File: src/ccsa_pkg.sv
// Package for the conditional count, sum and average block.
// Holds widths, compare codes, the group totals record and the back-end states.
// No dependencies.
`timescale 1ns / 1ps

package ccsa_pkg;

   // Field widths.
   localparam int VALUE_BITS = 32;
   localparam int COUNT_BITS = 32;
   localparam int SUM_BITS   = 64;
   localparam int MEAN_BITS  = 32;
   localparam int MODE_BITS  = 3;

   // Packed stream widths.
   localparam int REQ_DATA_BITS = 2 * VALUE_BITS;
   localparam int RSP_DATA_BITS = COUNT_BITS + SUM_BITS + MEAN_BITS;
   localparam int RSP_USER_BITS = 2;

   // Queue of finished group totals between front and back.
   localparam int QUEUE_DEPTH = 2;
   localparam int QPTR_BITS   = (QUEUE_DEPTH > 1) ? $clog2(QUEUE_DEPTH) : 1;
   localparam int QFILL_BITS  = $clog2(QUEUE_DEPTH + 1);

   // Divider step counter: one quotient bit per cycle.
   localparam int DIV_STEP_BITS = $clog2(SUM_BITS);

   // Magnitude limits of the mean, held at the width of the quotient.
   localparam logic [SUM_BITS-1:0] MEAN_POS_LIMIT =
      {{(SUM_BITS-MEAN_BITS+1){1'b0}}, {(MEAN_BITS-1){1'b1}}};
   localparam logic [SUM_BITS-1:0] MEAN_NEG_LIMIT =
      {{(SUM_BITS-MEAN_BITS){1'b0}}, 1'b1, {(MEAN_BITS-1){1'b0}}};
   localparam logic [MEAN_BITS-1:0] MEAN_MAX = {1'b0, {(MEAN_BITS-1){1'b1}}};
   localparam logic [MEAN_BITS-1:0] MEAN_MIN = {1'b1, {(MEAN_BITS-1){1'b0}}};

   // Compare codes of the mode register.
   typedef enum logic [MODE_BITS-1:0] {
      CMP_GT = 3'd0,
      CMP_GE = 3'd1,
      CMP_LT = 3'd2,
      CMP_LE = 3'd3,
      CMP_EQ = 3'd4,
      CMP_NE = 3'd5
   } compare_mode_type;

   // Totals of one finished group.
   typedef struct packed {
      logic [COUNT_BITS-1:0]      count;
      logic signed [SUM_BITS-1:0] sum;
      logic                       overflow;
   } totals_type;

   // Back-end sequencer states.
   typedef enum logic [1:0] {
      BK_IDLE,
      BK_DIVIDE,
      BK_FINISH
   } back_state_type;

endpackage

File: src/ccsa_front.sv
// Front end: accepts rows, applies the compare and updates the running totals.
// Pushes the totals of each finished group into the queue. Uses ccsa_pkg.
`timescale 1ns / 1ps

module ccsa_front (
   input  logic                               clock,
   input  logic                               reset,
   input  logic                               csr_wr_en,
   input  logic [ccsa_pkg::MODE_BITS-1:0]     csr_wr_data,
   input  logic                               req_tvalid,
   output logic                               req_tready,
   input  logic [ccsa_pkg::REQ_DATA_BITS-1:0] req_tdata,
   input  logic                               req_tuser,
   input  logic                               req_tlast,
   output logic                               push_valid,
   output ccsa_pkg::totals_type               push_data,
   input  logic                               push_ready
);
   import ccsa_pkg::*;

   logic [MODE_BITS-1:0]       mode_ff;
   logic [COUNT_BITS-1:0]      count_ff, count_in;
   logic signed [SUM_BITS-1:0] sum_ff, sum_in;
   logic                       ovf_ff, ovf_in;

   logic signed [VALUE_BITS-1:0] row_value;
   logic signed [VALUE_BITS-1:0] row_threshold;
   logic                         accept;
   logic                         match;
   logic [COUNT_BITS-1:0]        count_base;
   logic signed [SUM_BITS-1:0]   sum_base;
   logic                         ovf_base;
   logic [SUM_BITS-1:0]          addend;
   logic [SUM_BITS:0]            wide_sum;

   // A word is taken only while the queue can hold a group end.
   assign req_tready = push_ready;
   assign accept     = req_tvalid && req_tready;

   assign row_value     = $signed(req_tdata[VALUE_BITS-1:0]);
   assign row_threshold = $signed(req_tdata[2*VALUE_BITS-1:VALUE_BITS]);

   // Comparison of value against threshold; unused codes act as greater.
   always_comb begin
      case (compare_mode_type'(mode_ff))
         CMP_GE:  match = row_value >= row_threshold;
         CMP_LT:  match = row_value <  row_threshold;
         CMP_LE:  match = row_value <= row_threshold;
         CMP_EQ:  match = row_value == row_threshold;
         CMP_NE:  match = row_value != row_threshold;
         default: match = row_value >  row_threshold;
      endcase
   end

   // Totals start from zero on the first row of a group.
   assign count_base = req_tuser ? '0 : count_ff;
   assign sum_base   = req_tuser ? '0 : sum_ff;
   assign ovf_base   = req_tuser ? 1'b0 : ovf_ff;

   assign addend   = {{(SUM_BITS-VALUE_BITS){row_value[VALUE_BITS-1]}}, row_value};
   assign wide_sum = {sum_base[SUM_BITS-1], sum_base} + {addend[SUM_BITS-1], addend};

   // Saturating count and sum update for a matching row.
   always_comb begin
      count_in = count_base;
      sum_in   = sum_base;
      ovf_in   = ovf_base;
      if (match) begin
         if (count_base != {COUNT_BITS{1'b1}}) begin
            count_in = count_base + 1'b1;
         end
         if (wide_sum[SUM_BITS] != wide_sum[SUM_BITS-1]) begin
            ovf_in = 1'b1;
            sum_in = wide_sum[SUM_BITS] ? {1'b1, {(SUM_BITS-1){1'b0}}}
                                        : {1'b0, {(SUM_BITS-1){1'b1}}};
         end else begin
            sum_in = wide_sum[SUM_BITS-1:0];
         end
      end
   end

   // The totals after the last row of a group go to the queue.
   assign push_valid         = accept && req_tlast;
   assign push_data.count    = count_in;
   assign push_data.sum      = sum_in;
   assign push_data.overflow = ovf_in;

   // Mode register and running totals.
   always_ff @(posedge clock) begin
      if (reset) begin
         mode_ff  <= MODE_BITS'(CMP_GT);
         count_ff <= '0;
         sum_ff   <= '0;
         ovf_ff   <= 1'b0;
      end else begin
         if (csr_wr_en) begin
            mode_ff <= csr_wr_data;
         end
         if (accept) begin
            count_ff <= count_in;
            sum_ff   <= sum_in;
            ovf_ff   <= ovf_in;
         end
      end
   end

endmodule

File: src/ccsa_queue.sv
// Short queue of finished group totals between the front and back ends.
// Uses ccsa_pkg for the totals record and the depth.
`timescale 1ns / 1ps

module ccsa_queue (
   input  logic                 clock,
   input  logic                 reset,
   input  logic                 push_valid,
   input  ccsa_pkg::totals_type push_data,
   output logic                 push_ready,
   output logic                 pop_valid,
   output ccsa_pkg::totals_type pop_data,
   input  logic                 pop_ready
);
   import ccsa_pkg::*;

   totals_type              mem_ff [QUEUE_DEPTH];
   logic [QPTR_BITS-1:0]    wr_ptr_ff, wr_ptr_in;
   logic [QPTR_BITS-1:0]    rd_ptr_ff, rd_ptr_in;
   logic [QFILL_BITS-1:0]   fill_ff, fill_in;
   logic                    do_push;
   logic                    do_pop;

   assign push_ready = fill_ff != QFILL_BITS'(QUEUE_DEPTH);
   assign pop_valid  = fill_ff != '0;
   assign pop_data   = mem_ff[rd_ptr_ff];
   assign do_push    = push_valid && push_ready;
   assign do_pop     = pop_valid && pop_ready;

   // Pointer wrap and fill level.
   always_comb begin
      wr_ptr_in = wr_ptr_ff;
      rd_ptr_in = rd_ptr_ff;
      fill_in   = fill_ff;
      if (do_push) begin
         wr_ptr_in = (wr_ptr_ff == QPTR_BITS'(QUEUE_DEPTH-1)) ? '0 : wr_ptr_ff + 1'b1;
      end
      if (do_pop) begin
         rd_ptr_in = (rd_ptr_ff == QPTR_BITS'(QUEUE_DEPTH-1)) ? '0 : rd_ptr_ff + 1'b1;
      end
      if (do_push && !do_pop) begin
         fill_in = fill_ff + 1'b1;
      end else if (do_pop && !do_push) begin
         fill_in = fill_ff - 1'b1;
      end
   end

   always_ff @(posedge clock) begin
      if (reset) begin
         wr_ptr_ff <= '0;
         rd_ptr_ff <= '0;
         fill_ff   <= '0;
      end else begin
         wr_ptr_ff <= wr_ptr_in;
         rd_ptr_ff <= rd_ptr_in;
         fill_ff   <= fill_in;
      end
   end

   // Storage needs no reset.
   always_ff @(posedge clock) begin
      if (do_push) begin
         mem_ff[wr_ptr_ff] <= push_data;
      end
   end

endmodule

File: src/ccsa_back.sv
// Back end: divides the group sum by the count, one quotient bit per cycle,
// saturates the mean and holds the result word. Uses ccsa_pkg.
`timescale 1ns / 1ps

module ccsa_back (
   input  logic                               clock,
   input  logic                               reset,
   input  logic                               pop_valid,
   input  ccsa_pkg::totals_type               pop_data,
   output logic                               pop_ready,
   output logic                               rsp_tvalid,
   input  logic                               rsp_tready,
   output logic [ccsa_pkg::RSP_DATA_BITS-1:0] rsp_tdata,
   output logic [ccsa_pkg::RSP_USER_BITS-1:0] rsp_tuser
);
   import ccsa_pkg::*;

   back_state_type             state_ff, state_in;
   totals_type                 total_ff, total_in;
   logic                       neg_ff, neg_in;
   logic [SUM_BITS-1:0]        quot_ff, quot_in;
   logic [COUNT_BITS-1:0]      rem_ff, rem_in;
   logic [DIV_STEP_BITS-1:0]   step_ff, step_in;
   logic                       out_valid_ff, out_valid_in;
   logic [RSP_DATA_BITS-1:0]   out_data_ff, out_data_in;
   logic [RSP_USER_BITS-1:0]   out_user_ff, out_user_in;

   logic [COUNT_BITS:0]        rem_shift;
   logic [COUNT_BITS+1:0]      rem_diff;
   logic                       out_free;
   logic [MEAN_BITS-1:0]       mean;
   logic                       is_null;

   assign rsp_tvalid = out_valid_ff;
   assign rsp_tdata  = out_data_ff;
   assign rsp_tuser  = out_user_ff;
   assign out_free   = !out_valid_ff || rsp_tready;

   // One restoring division step.
   assign rem_shift = {rem_ff, quot_ff[SUM_BITS-1]};
   assign rem_diff  = {1'b0, rem_shift} - {2'b00, total_ff.count};

   // Sign and range of the mean from the quotient magnitude.
   always_comb begin
      is_null = total_ff.count == '0;
      if (is_null) begin
         mean = '0;
      end else if (neg_ff) begin
         mean = (quot_ff > MEAN_NEG_LIMIT) ? MEAN_MIN : (~quot_ff[MEAN_BITS-1:0] + 1'b1);
      end else begin
         mean = (quot_ff > MEAN_POS_LIMIT) ? MEAN_MAX : quot_ff[MEAN_BITS-1:0];
      end
   end

   // Sequencer: load totals, divide unless the count is zero, then place the result word.
   always_comb begin
      state_in     = state_ff;
      total_in     = total_ff;
      neg_in       = neg_ff;
      quot_in      = quot_ff;
      rem_in       = rem_ff;
      step_in      = step_ff;
      out_valid_in = out_valid_ff && !rsp_tready;
      out_data_in  = out_data_ff;
      out_user_in  = out_user_ff;
      pop_ready    = 1'b0;
      case (state_ff)
         BK_IDLE: begin
            pop_ready = 1'b1;
            if (pop_valid) begin
               total_in = pop_data;
               neg_in   = pop_data.sum[SUM_BITS-1];
               quot_in  = pop_data.sum[SUM_BITS-1] ? (~pop_data.sum + 1'b1) : pop_data.sum;
               rem_in   = '0;
               step_in  = '1;
               state_in = (pop_data.count == '0) ? BK_FINISH : BK_DIVIDE;
            end
         end
         BK_DIVIDE: begin
            if (!rem_diff[COUNT_BITS+1]) begin
               rem_in  = rem_diff[COUNT_BITS-1:0];
               quot_in = {quot_ff[SUM_BITS-2:0], 1'b1};
            end else begin
               rem_in  = rem_shift[COUNT_BITS-1:0];
               quot_in = {quot_ff[SUM_BITS-2:0], 1'b0};
            end
            step_in = step_ff - 1'b1;
            if (step_ff == '0) begin
               state_in = BK_FINISH;
            end
         end
         BK_FINISH: begin
            if (out_free) begin
               out_valid_in = 1'b1;
               out_data_in  = {mean, total_ff.sum, total_ff.count};
               out_user_in  = {total_ff.overflow, is_null};
               state_in     = BK_IDLE;
            end
         end
         default: begin
            state_in = BK_IDLE;
         end
      endcase
   end

   // Control registers.
   always_ff @(posedge clock) begin
      if (reset) begin
         state_ff     <= BK_IDLE;
         out_valid_ff <= 1'b0;
      end else begin
         state_ff     <= state_in;
         out_valid_ff <= out_valid_in;
      end
   end

   // Working and result registers.
   always_ff @(posedge clock) begin
      total_ff    <= total_in;
      neg_ff      <= neg_in;
      quot_ff     <= quot_in;
      rem_ff      <= rem_in;
      step_ff     <= step_in;
      out_data_ff <= out_data_in;
      out_user_ff <= out_user_in;
   end

endmodule

File: src/conditional_count_sum_average.sv
// Top level of the conditional count, sum and average block.
// Instantiates ccsa_front, ccsa_queue and ccsa_back; uses ccsa_pkg.
//
//   Channel  Dir  Handshake          Payload
//   req      in   req_tvalid/tready  tdata: row_value, row_threshold;
//                                    tuser: first_of_group; tlast: last_of_group
//   rsp      out  rsp_tvalid/tready  tdata: match_total, value_total, mean_value;
//                                    tuser: mean_is_null, sum_overflowed
//   csr      in   csr_wr_en          csr_wr_data: compare_mode
//
// Rows are taken one per cycle while the queue has room; the compare and saturating update finish in that cycle.
// A group end takes the back end through one load, 64 divider steps and the placing of
// the result word; an empty group skips the divider.
// Two finished groups can wait in the queue; when it is full, req_tready drops.
// Reset clears the totals, the compare mode (greater), the queue and the result valid flag.
`timescale 1ns / 1ps

module conditional_count_sum_average (
   input  logic                               clock,
   input  logic                               reset,
   // Configuration.
   input  logic                               csr_wr_en,
   input  logic [ccsa_pkg::MODE_BITS-1:0]     csr_wr_data,
   // Row words.
   input  logic                               req_tvalid,
   output logic                               req_tready,
   input  logic [ccsa_pkg::REQ_DATA_BITS-1:0] req_tdata,  // row_value, row_threshold
   input  logic                               req_tuser,  // first_of_group
   input  logic                               req_tlast,  // last_of_group
   // Result words.
   output logic                               rsp_tvalid,
   input  logic                               rsp_tready,
   output logic [ccsa_pkg::RSP_DATA_BITS-1:0] rsp_tdata,  // match_total, value_total, mean_value
   output logic [ccsa_pkg::RSP_USER_BITS-1:0] rsp_tuser   // mean_is_null, sum_overflowed
);
   import ccsa_pkg::*;

   logic       push_valid;
   logic       push_ready;
   totals_type push_data;
   logic       pop_valid;
   logic       pop_ready;
   totals_type pop_data;

   // Row filter and running totals.
   ccsa_front u_front (
      .clock       (clock),
      .reset       (reset),
      .csr_wr_en   (csr_wr_en),
      .csr_wr_data (csr_wr_data),
      .req_tvalid  (req_tvalid),
      .req_tready  (req_tready),
      .req_tdata   (req_tdata),
      .req_tuser   (req_tuser),
      .req_tlast   (req_tlast),
      .push_valid  (push_valid),
      .push_data   (push_data),
      .push_ready  (push_ready)
   );

   // Finished group totals waiting for the divider.
   ccsa_queue u_queue (
      .clock      (clock),
      .reset      (reset),
      .push_valid (push_valid),
      .push_data  (push_data),
      .push_ready (push_ready),
      .pop_valid  (pop_valid),
      .pop_data   (pop_data),
      .pop_ready  (pop_ready)
   );

   // Mean division and result word.
   ccsa_back u_back (
      .clock      (clock),
      .reset      (reset),
      .pop_valid  (pop_valid),
      .pop_data   (pop_data),
      .pop_ready  (pop_ready),
      .rsp_tvalid (rsp_tvalid),
      .rsp_tready (rsp_tready),
      .rsp_tdata  (rsp_tdata),
      .rsp_tuser  (rsp_tuser)
   );

endmodule

File: config.mk
export PLATFORM = sky130hd
export DESIGN_NAME = conditional_count_sum_average
export DESIGN_NICKNAME = d
export VERILOG_FILES = /design/src/ccsa_pkg.sv /design/src/ccsa_front.sv /design/src/ccsa_queue.sv /design/src/ccsa_back.sv /design/src/conditional_count_sum_average.sv
export SDC_FILE = /design/constraint.sdc
export NUM_CORES = 1
export LEC_CHECK = 0
export ABC_AREA = 0
export BUFFER_PORTS_ARGS = -buffer_cell sky130_fd_sc_hd__buf_2
export CORE_MARGIN = 8
export CORE_UTILIZATION = 55
export CTS_BUF_LIST = sky130_fd_sc_hd__clkbuf_8
export CTS_CLUSTER_SIZE = 16
export DETAILED_ROUTE_END_ITERATION = 10
export GPL_ROUTABILITY_DRIVEN = 0
export PLACE_DENSITY = 0.72
export SYNTH_ARGS = -nofsm -noshare
export SYNTH_HDL_FRONTEND = slang
export SYNTH_HIERARCHICAL = 1
export SYNTH_SLANG_ARGS = --single-unit
File: constraint.sdc
create_clock -name clock -period 16.1 [get_ports clock]
set_clock_uncertainty 0.1 [all_clocks]
set_input_delay 3.22 -clock clock [delete_from_list [all_inputs] [get_ports clock]]
set_output_delay 3.22 -clock clock [all_outputs]
set_load 0.02 [all_outputs]
== Yosys cells after proc, flatten, opt, wreduce, memory -nomap -nowiden ==
Memory sizes are Yosys's and may differ from the RTL's. A register that Yosys moved wholly into a read port is not among the register bits.
Index checks and enable logic that the tools add are counted.
Word-level totals
  bits of input ports: 74
  RAM bits: 194
  word-level logic and storage cells: 115
  bits in registers: 437
  memories: 1
  output and inout port bits: 132
Memories
  u_queue.mem_ff: depth 2, bits a word 97, rd ports 1, clocked after Yosys merged registers in 1, wr ports 1, RTL line ccsa_queue.sv:17  | totals_type mem_ff [QUEUE_DEPTH];
Operators by class
  eq/ne operators: 15
  mux-type cells: 39
  $lt $le $gt $ge: 6
  bitwise operators: 2
  reductions and logical operators: 23
  $add $sub $neg: 10
Operator list (number)
  64-bit 2-to-1 mux: 6
  32-bit 2-to-1 mux: 8
  64-bit one-hot mux with 2 select lines: 1
  64-bit by 32-bit adder with 65-bit output: 1
  32-bit by 1-bit adder with 32-bit output (second input constant): 2
  64-bit by 1-bit adder with 64-bit output (second input constant): 1
  64-bit by 31-bit > comparator with 1-bit output (second input constant): 1
  64-bit by 32-bit > comparator with 1-bit output (second input constant): 1
  32-bit zero test: 2
  64-bit NOT: 1
  32-bit one-hot mux with 2 select lines: 1
  33-bit by 32-bit subtractor with 34-bit output: 1
  32-bit equality test: 1
  32-bit greater-or-equal comparator: 1
  32-bit > comparator: 1
  32-bit <= comparator: 1
  32-bit less-than comparator: 1
  32-bit inequality test: 1
  32-bit inequality test (second input constant): 1
  32-bit NOT: 1
  1-bit 2-to-1 mux: 13
  2-bit 2-to-1 mux: 6
  6-bit one-hot mux with 2 select lines: 1
  1-bit logical AND: 7
  other kinds (22): 34

== Logic depth before layout (Yosys ltp) ==
  word-level depth: 8
  gate-level depth with buffers: 20
  gate-level depth less buffers: 14

== Hierarchy ==
Netlist, hierarchy kept.
Modules (own cells, without submodules)
  ccsa_back: area an instance 15975.3 um2, cells an instance 1331, instances 1, sequential area each 9939.5 um2
  ccsa_front: area an instance 11228.3 um2, cells an instance 1502, instances 1, sequential area each 2001.9 um2
  ccsa_queue: area an instance 7339.5 um2, cells an instance 326, instances 1, sequential area each 5925.7 um2

== Worst setup path before layout ==
Ideal clock, no wire load.
  path type: in2reg
  from: input rsp_tready
  to: register u_back.out_data_ff[0], in the netlist u_back/rsp_tdata[0], enable pin
  arrival time: 9.081 ns
  path slack: 6.283 ns
  stages: 2
  buffers on the path: 0
  setup time: 0.636 ns
  required time: 15.364 ns
  cells stage by stage: nand2b_1 > nor2b_1
On the way
  longest elaborated chain between the ends: 2
Ends and longest elaborated chain
  from (decl): RTL line conditional_count_sum_average.sv:32  | input logic rsp_tready,
  1-bit logical OR: RTL line ccsa_back.sv:37  | assign out_free = !out_valid_ff || rsp_tready;
  2-bit AND reduction (no line)
  to (signal assigned): RTL line ccsa_back.sv:124  | out_data_ff <= out_data_in;
  to (decl): RTL line ccsa_back.sv:25  | logic [RSP_DATA_BITS-1:0] out_data_ff, out_data_in;
Every way passes these cells.
A chain may end at the register's enable or synchronous reset.

==> results_dict.tcl <==
set metrics [dict create \
    period_share_pct 53.5 \
    synthTopCellsByArea "edfxtp_1, dfxtp_1, ha_1" \
    detailroute.via_count 26223 \
    clk_pin_slew_ns 0.06 \
    post-route-drc-count 0 \
    gr-usage-all-layers_pct 24.6 \
    initial_core_util_pct 55.2 \
    crit_chain "buf_4 -> buf_4 -> nor2b_1 -> ha_1 -> nand2_2 -> o21ai_1 -> nor3b_1 -> a31oi_1 -> a2111oi_4 -> a31oi_2 -> o41a_1 -> a21oi_4 -> nand2_1 -> a2bb2oi_1" \
    dpl.hpwl_um 63300 \
    grt_pass1_wl_um 140000 \
    die-area_um2 71100 \
    clock-root-buffer "clkbuf_8" \
    yosysTopAreaCellShare_pct 45.5 \
    area_growth_pct 10.3 \
    critical_path_depth 14 \
    synth_area_um2 34500 \
    clk_path_buf_depth 3 \
    io_pins 206 \
    cp_slowest_cell "a21oi_4" \
    wl_um 90600 \
    multi_input_area_um2 15600 \
    worst_slew_pin_slew_ns 1.26 \
    required_ns 16.42 \
    arrival_ns 8.94 \
    port-buffer-count 205 \
    muxShareOfSynthArea_pct 5.47 \
    dp_slack_ns 7.01 \
    irDropWorstVdd_uv 101 \
    rsz0062_at_grt "false" \
    hold_violations 0 \
    yosys.area_share.xor_xnor_pct 4.41 \
    finalSetupTns_ns 0 \
    wire_per_inst_um 21.3 \
    outcome "completed" \
    seq_area_um2 17900 \
    ys_seq_elements 631 \
    max_stage_delay_ns 1.04 \
    drv_slew 0 \
    drt_iter0_markers 2823 \
    coreArea_um2 62600 \
    num-nets-final 3533 \
    synth_top_area_cell "edfxtp_1" \
    min_period_ns 8.62 \
    whs_ns 0.318 \
    yosysSeqAreaShare_pct 51.7 \
    static-leakage-power_nw 14.2 \
    rows 92 \
    maxCapViolCount 0 \
    slew_headroom_pct 16.1 \
    min_path_type "reg -> reg" \
    synthFlopType "edfxtp_1" \
    syn_nets 3368 \
    setup.worst_path.class "in -> reg" \
    p_per_area_nw_per_um2 165 \
    fin_ws_ns 7.48 \
    fin_util_pct 60.9 \
    synth_fa_ha_area_share_pct 4.93 \
    async_reset_ff_share_pct 0 \
    synth_top_family_by_area "compound AO/OA/AOI/OAI gates" \
    path_delay_family "compound AO/OA/AOI/OAI gates" \
    routed_via_density 6.16 \
    die_y_um 267 \
    htree_num_levels 3 \
    grt_max_degree 120 \
    syn_inst 3159 \
    ctsHoldBuffers 0 \
    yosysWarningCount 6 \
    synth.distinct_cells 101 \
    overflow 0 \
    cts_setup_buffers 0 \
    cts.sinks 631 \
    first_pass_iters 6 \
    worstRegToRegCells 14 \
    crit_buf_inv 2 \
    grt_pass1_vias 25498 \
    whs_path_depth 0 \
    synth_edf_count 523 \
    antenna_found_initial 1 \
    die_x_um 267 \
    fmax_mhz 116 \
    clk-insertion-delay-late_ns 0.72 \
    critPathLaunchType "input pin" \
    fillers 5047 \
    drive_gt1_share_pct 16.9 \
    synth_compound_area_share_pct 15.7 \
    cts_tree "yes" \
    cts_resized 0 \
    synthSimpleGateAreaFrac_pct 14.4 \
    crit_top_cell "buf_4" \
    cp-end-kind "flip-flop" \
    cts_buffers 100 \
    antenna_left 0 \
    avgSynthCellArea_um2 10.9 \
    setup_viol 0 \
    crit_fanout 76 \
]
## state kept, by name (all words and copies together), names as in the netlist, 3 cells and up, named ones only
| signal | count |
|---|---|
| u_front/mode_ff | 3 |
| u_back/rsp_tdata | 128 |
| u_front/sum_ff | 64 |
| u_back/rem_ff | 32 |
| u_back/step_ff | 6 |
| u_queue/mem_ff | 194 |
| u_front/count_ff | 32 |
| u_back/total_ff | 97 |
| u_back/quot_ff | 64 |
## cells in the final DEF, fill, tap and decap left out, types with 22 or more instances in the layout
cell	instances
edfxtp_1	523
nand2_1	282
a21oi_1	210
buf_2	204
o21ai_0	196
nor2_1	178
inv_1	144
ha_1	133
clkbuf_8	109
dfxtp_1	107
xor2_1	96
mux2_2	95
nor2b_1	87
xnor2_1	78
nor3_1	60
nand3_1	57
nor4_1	48
nand4_1	48
o31ai_1	39
nand2b_1	38
a21o_1	38
mux2i_1	37
a31oi_1	36
or3_1	34
mux2_4	30
a22o_1	27
and3_1	25
a2bb2oi_1	23
o21bai_1	22
a211oi_1	22
## cells by family (layout without fill, tap and decap cells)
logic type	after synthesis	after routing
and+or+nand+nor	971	971
AOI/OAI and AO/OA	817	817
buffers and inverters	269	520
muxes	162	162
other	0	1
DFF	631	631
adders and majority gates	135	135
xor gates and xnor gates	174	174
## cells in the mapped netlist (all sizes together) (10+ instances only)
| library cell | number |
|---|---|
| a211oi | 34 |
| xor2 | 96 |
| o21bai | 22 |
| nor2 | 184 |
| clkbuf | 100 |
| o21a | 20 |
| edfxtp | 523 |
| a22o | 27 |
| mux2i | 37 |
| o22ai | 16 |
| nand2b | 39 |
| or4 | 19 |
| dfxtp | 108 |
| a21oi | 212 |
| nand2 | 284 |
| nor2b | 89 |
| a2bb2oi | 26 |
| inv | 107 |
| a31oi | 38 |
| o31ai | 39 |
| ha | 133 |
| and3 | 27 |
| nand3 | 57 |
| o41ai | 13 |
| or2 | 11 |
| and4 | 11 |
| mux2 | 125 |
| a31o | 10 |
| nor3 | 62 |
| xnor2 | 78 |
| o211ai | 14 |
| buf | 62 |
| nand4 | 48 |
| and2 | 14 |
| o21ai | 219 |
| nand3b | 11 |
| a21o | 38 |
| nor4 | 51 |
| a221oi | 18 |
| or3 | 35 |
## through the flow
step / total power, mW / cell area [um^2] / std cells
5_1_grt: 6.63 / 38100 / 4257
4_1_cts: 6.28 / 38100 / 4256
6_report: 6.29 / 38100 / 4257
3_5_place_dp: 4.90 / 36100 / 4068
2_1_floorplan: 4.30 / 34500 / 3159
3_3_place_gp: 4.82 / 36100 / 4068
## where the power goes
group          switching (mW)  total, mW  internal, mW
logic                    1.47       2.30         0.825
registers               0.266       2.62          2.36
clock network           0.632       1.37         0.738
## worst paths after layout
kind	start	end	slack (ns)
hold reg to reg	u_back/total_ff[20]$_DFFE_PP_	u_back/rsp_tdata[51]$_DFFE_PP_	0.32
setup / recovery	req_tuser	u_queue/mem_ff[0][21]$_DFFE_PP_	7.48
setup reg to reg	u_front/sum_ff[0]$_SDFFE_PP0P_	u_queue/mem_ff[0][21]$_DFFE_PP_	10.50
hold / removal	u_back/total_ff[20]$_DFFE_PP_	u_back/rsp_tdata[51]$_DFFE_PP_	0.32
## per-layer routing
layer	global-route usage (%)	vias up	part of all wire (%)
li1	-	12230	-
met1	34.4	12512	44
met2	37.7	1278	44
met3	4.69	203	8.9
met4	9.60	0	3.3
met5	0	-	0
## cell type report
class | count | share of cell area, %
clock buffer | 109 | 3.94
inverter | 107 | 1.06
clock inverter | 79 | 1.37
antenna | 1 | 0.00657
sequential | 631 | 46.9
timing repair buffer | 225 | 3.09
multi-input combinational | 2259 | 40.9
tap | 846 | 2.78
Note: power is estimated with default switching activity, not from simulation.
